$ cat config.mk
export PLATFORM = sky130hd
export DESIGN_NAME = csrmv_mac
export DESIGN_NICKNAME = d
export VERILOG_FILES = /design/src/hw/rtl/csrmv_pkg.sv /design/src/hw/rtl/csrmv_mac.sv
export SDC_FILE = /design/constraint.sdc
export NUM_CORES = 2
export LEC_CHECK = 0
export ABC_AREA = 1
export BUFFER_PORTS_ARGS = -buffer_cell sky130_fd_sc_hd__buf_2
export CAP_MARGIN = 20
export CORE_MARGIN = 5
export CORE_UTILIZATION = 40
export CTS_CLUSTER_SIZE = 30
export DETAILED_ROUTE_END_ITERATION = 10
export PLACE_DENSITY = 0.63
export SETUP_SLACK_MARGIN = 0.3
export SLEW_MARGIN = 20
export SYNTH_ARGS = -nofsm -noshare
export SYNTH_HDL_FRONTEND = slang
export SYNTH_SLANG_ARGS = --single-unit
$ cat constraint.sdc
create_clock -name clock -period 13.3 [get_ports clock]
set_input_delay 2.66 -clock clock [delete_from_list [all_inputs] [get_ports clock]]
set_output_delay 2.66 -clock clock [all_outputs]
set_load 0.01 [all_outputs]
$ cat src/hw/rtl/csrmv_pkg.sv
// ----------------------------------------------------------------------------
// csrmv_pkg
// Shared widths, request codes and control types for the CSR sparse
// matrix-vector multiply block.
// ----------------------------------------------------------------------------
`default_nettype none

package csrmv_pkg;

   // field widths
   localparam int COL_WIDTH   = 10;
   localparam int VALUE_WIDTH = 32;
   localparam int SUM_WIDTH   = 64;
   localparam int ROW_WIDTH   = 16;

   // parameter defaults
   localparam int VEC_DEPTH_DEFAULT = 1024;
   localparam int MAX_ROWS_DEFAULT  = 65536;

   // request codes
   localparam logic [1:0] REQ_LOAD    = 2'd0;
   localparam logic [1:0] REQ_ENTRY   = 2'd1;
   localparam logic [1:0] REQ_ROW_END = 2'd2;

   // pipeline control handed to the multiply-accumulate unit
   typedef struct packed {
      logic advance;
      logic s1_entry;
      logic s1_in_range;
      logic s2_entry;
      logic s2_row_end;
   } mac_ctrl_type;

endpackage

`default_nettype wire

$ cat src/hw/rtl/csrmv_mac.sv
// ----------------------------------------------------------------------------
// csrmv_mac
// Product register and saturating row accumulator: multiplies a matrix value
// by the vector element read from the store, then adds into the row sum.
// ----------------------------------------------------------------------------
`default_nettype none

module csrmv_mac (
   input  wire logic                                     clock,
   input  wire logic                                     reset,
   input  wire csrmv_pkg::mac_ctrl_type                  ctrl,
   input  wire logic signed [csrmv_pkg::VALUE_WIDTH-1:0] value,
   input  wire logic        [csrmv_pkg::VALUE_WIDTH-1:0] vec_data,
   output logic signed      [csrmv_pkg::SUM_WIDTH-1:0]   acc_sum,
   output logic                                          acc_ovf
);
   import csrmv_pkg::*;

   localparam logic [SUM_WIDTH-1:0] SatMax = {1'b0, {(SUM_WIDTH-1){1'b1}}};
   localparam logic [SUM_WIDTH-1:0] SatMin = {1'b1, {(SUM_WIDTH-1){1'b0}}};

   logic signed [VALUE_WIDTH-1:0] vec_sel;
   logic signed [SUM_WIDTH-1:0]   prod_in, prod_ff;
   logic signed [SUM_WIDTH-1:0]   acc_in, acc_ff;
   logic                          ovf_in, ovf_ff;
   logic        [SUM_WIDTH-1:0]   raw_sum;
   logic                          same_sign, flipped;

   // multiply; a column beyond the store reads as zero
   always_comb begin
      vec_sel = ctrl.s1_in_range ? $signed(vec_data) : '0;
      prod_in = prod_ff;
      if (ctrl.advance && ctrl.s1_entry) begin
         prod_in = value * vec_sel;
      end
   end

   always_ff @(posedge clock) begin
      prod_ff <= prod_in;
   end

   // saturating accumulate, clear on row end
   always_comb begin
      raw_sum   = acc_ff + prod_ff;
      same_sign = (acc_ff[SUM_WIDTH-1] == prod_ff[SUM_WIDTH-1]);
      flipped   = (raw_sum[SUM_WIDTH-1] != acc_ff[SUM_WIDTH-1]);
      acc_in    = acc_ff;
      ovf_in    = ovf_ff;
      if (ctrl.advance) begin
         priority if (ctrl.s2_row_end) begin
            acc_in = '0;
            ovf_in = 1'b0;
         end else if (ctrl.s2_entry) begin
            if (same_sign && flipped) begin
               acc_in = acc_ff[SUM_WIDTH-1] ? SatMin : SatMax;
               ovf_in = 1'b1;
            end else begin
               acc_in = raw_sum;
            end
         end
      end
   end

   always_ff @(posedge clock) begin
      if (reset) begin
         acc_ff <= '0;
         ovf_ff <= 1'b0;
      end else begin
         acc_ff <= acc_in;
         ovf_ff <= ovf_in;
      end
   end

   assign acc_sum = acc_ff;
   assign acc_ovf = ovf_ff;

endmodule

`default_nettype wire

==> results.py <==
metrics = {
    "outcome": {
        "outcome": "completed",
    },
    "place": {
        "placed_area_um2": 48430,
        "port_buffers": 135,
        "dpl.hpwl_um": 138300,
        "place_congestion": 0.9881,
        "place_ws_ns": 1.276,
    },
    "synth": {
        "yosysWarnings": 0,
        "avgSynthCellArea_um2": 7.933,
        "mappedNetlistNets": 7240,
        "synth_edf_count": 64,
        "yosys_most_used_dff": "dfxtp_1",
        "synth_cell_type_count": 47,
        "syn_inst": 5839,
        "ys_seq_elements": 129,
        "yosysSeqAreaShare_pct": 6.958,
        "async_flop_share_pct": 0,
        "syn_area_um2": 46320,
    },
    "clocking": {
        "cts_setup_buffers": 0,
        "hold_buffers": 0,
        "cts.sinks": 129,
        "path_clk_slew_ns": 0.06,
        "clockBufferDepth": 2,
        "cts_made_buffers": 17,
        "cts_tree": "built",
        "cts.repair.resized": 0,
        "root_buffer": "clkbuf_16",
        "clock_latency_ns": 0.46,
        "cts.htree.levels": 4,
    },
    "timing": {
        "drv_slew": 0,
        "post-route-period-util_pct": 86.90,
        "finalHoldViolCount": 0,
        "period_needed_ns": 11.56,
        "finalSetupViolCount": 0,
        "holdWs_ns": 0.4738,
        "worstMarginPinSlew_ns": 1.092,
        "fmax_mhz": 86.52,
        "rsz0062_at_grt": "no",
        "final.setup.worst_slack_ns": 1.742,
        "relSlewSlack_pct": 27.13,
        "tns_ns": 0,
        "fin_skew_ns": 0.01952,
    },
    "worst_setup_path": {
        "slowest_delay_ns": 1.03,
        "endpoint_kind": "register",
        "slowest_stage": "fa_1",
        "crit_required_ns": 13.49,
        "cp_max_fo": 25,
        "path_depth": 25,
        "crit_end": "prod_ff[62]",
        "rrSetupSlack_ns": 9.87,
        "r2r_cells": 15,
        "critPathLaunch": "value[31]",
        "path_buf_inv": 8,
        "cp_common_cell": "fa_1",
        "r2r-start": "prod_ff[24]",
        "cpLargestDelayFamily": "adder cells",
        "regToRegEndpoint": "acc_sum[41]",
        "start_kind": "input port",
        "setup.worst_path.class": "in2reg",
        "crit_arrival_ns": 11.75,
    },
    "global_routing": {
        "grt_use_met1_pct": 36.35,
        "grt_max_degree": 68,
        "grt_pass1_vias": 41080,
        "track_usage_pct": 27.36,
        "grt_use_met2_pct": 43.78,
        "use_met3_pct": 5.595,
        "grt_antenna_before_repair": 1,
        "grt_pass1_wl_um": 253100,
        "grt.busiest_layer": "met2",
        "overflow": 0,
    },
    "routing": {
        "wl_per_cell_um": 22.41,
        "vias": 38230,
        "dr.first_iter.drc_count": 3310,
        "via_per_inst": 5.192,
        "drc": 0,
        "drtAntennaViolNets": 0,
        "routed_wl_um": 165000,
        "dr.pass1.iters": 8,
    },
    "floorplan": {
        "initial_core_util_pct": 40.40,
        "die_w_um": 350.3,
        "rows": 124,
        "dieArea_um2": 122700,
        "die_h_um": 350.3,
        "io_pins": 136,
        "core_area_um2": 114700,
    },
    "finish": {
        "nNetsFinal": 7239,
        "postLayoutCellArea_um2": 49050,
        "final_common_cell": "inv_1",
        "fill_cells": 11650,
        "final_cell_mix": "inv_1, nand2_1, fa_1, nor2_1, ha_1",
        "drive_gt1_share_pct": 5.691,
        "area_growth_pct": 5.894,
    },
    "hold_path": {
        "hp-class": "reg2reg",
        "hold_depth": 2,
    },
    "job": {
        "cap_violations": 0,
    },
}
==> cell type report <==
cell class                      count  area [um2]  area share [%]
Multi-Input combinational cell   4119       37080           75.59
Timing Repair Buffer              180        1013           2.066
Clock inverter                     13       186.4          0.3801
Antenna cell                        1       2.502        0.005102
Inverter                         1391        5221           10.64
Sequential cell                   129        3223           6.571
Clock buffer                       19       432.9          0.8826
Tap cell                         1512        1892           3.857
==> how the worst min path moves through the flow <==
stage	slack [ns]	end	from
5_1_grt	0.51	acc_sum[43]	acc_sum[43]
3_5_place_dp	0.47	acc_ovf	acc_ovf
3_3_place_gp	0.45	acc_ovf	acc_ovf
2_1_floorplan	0.50	acc_ovf	acc_ovf
4_1_cts	0.48	acc_ovf	acc_ovf
6_report	0.47	acc_ovf	acc_ovf
==> Yosys cell counts, drive strengths merged, types with 46 or more instances <==
master / instances / area share [%]
xnor2: 51 / 0.96
inv: 1373 / 11
nand2: 1393 / 12
nor2: 767 / 6.3
a21oi: 202 / 2.5
edfxtp: 64 / 4.1
dfxtp: 65 / 2.8
ha: 247 / 6.7
nand3: 104 / 1.2
xor2: 46 / 0.87
o21ai: 72 / 0.78
fa: 1083 / 47
clkbuf: 171 / 1.4
==> metrics by stage <==
stage,util (%),instances
final,42.78,7364
after global routing,42.78,7363
after CTS,42.78,7363
after detailed placement,42.24,7331
after global placement,42.24,7331
after floorplan,-,5839
==> sequential cells by signal (all words and copies together), names as in the netlist <==
register,count
acc_ovf,1
acc_sum,64
prod_ff,64
==> routing by layer <==
layer	vias to the layer above	part of all wire, %
li1	16910	-
met1	19040	41
met5	-	0
met2	1857	45
met3	423	9.3
met4	0	5.4
==> cells by family after synthesis <==
logic type,count (synthesis),share of synthesized area [%]
buf+inv,1591,13.03
fa+ha+maj,1330,53.48
simple gates,2351,20.28
compound gates,340,4.368
flops,129,6.958
xor+xnor,98,1.883
==> tightest hold or removal path, stage by stage (launching register included) <==
cell,delay (ns)
dfxtp_1,0.33
nor2_1,0.05
nor2_1,0.07
Power is not shown: default switching activity piles up to over one toggle a cycle in this logic, so the estimate is an artifact.
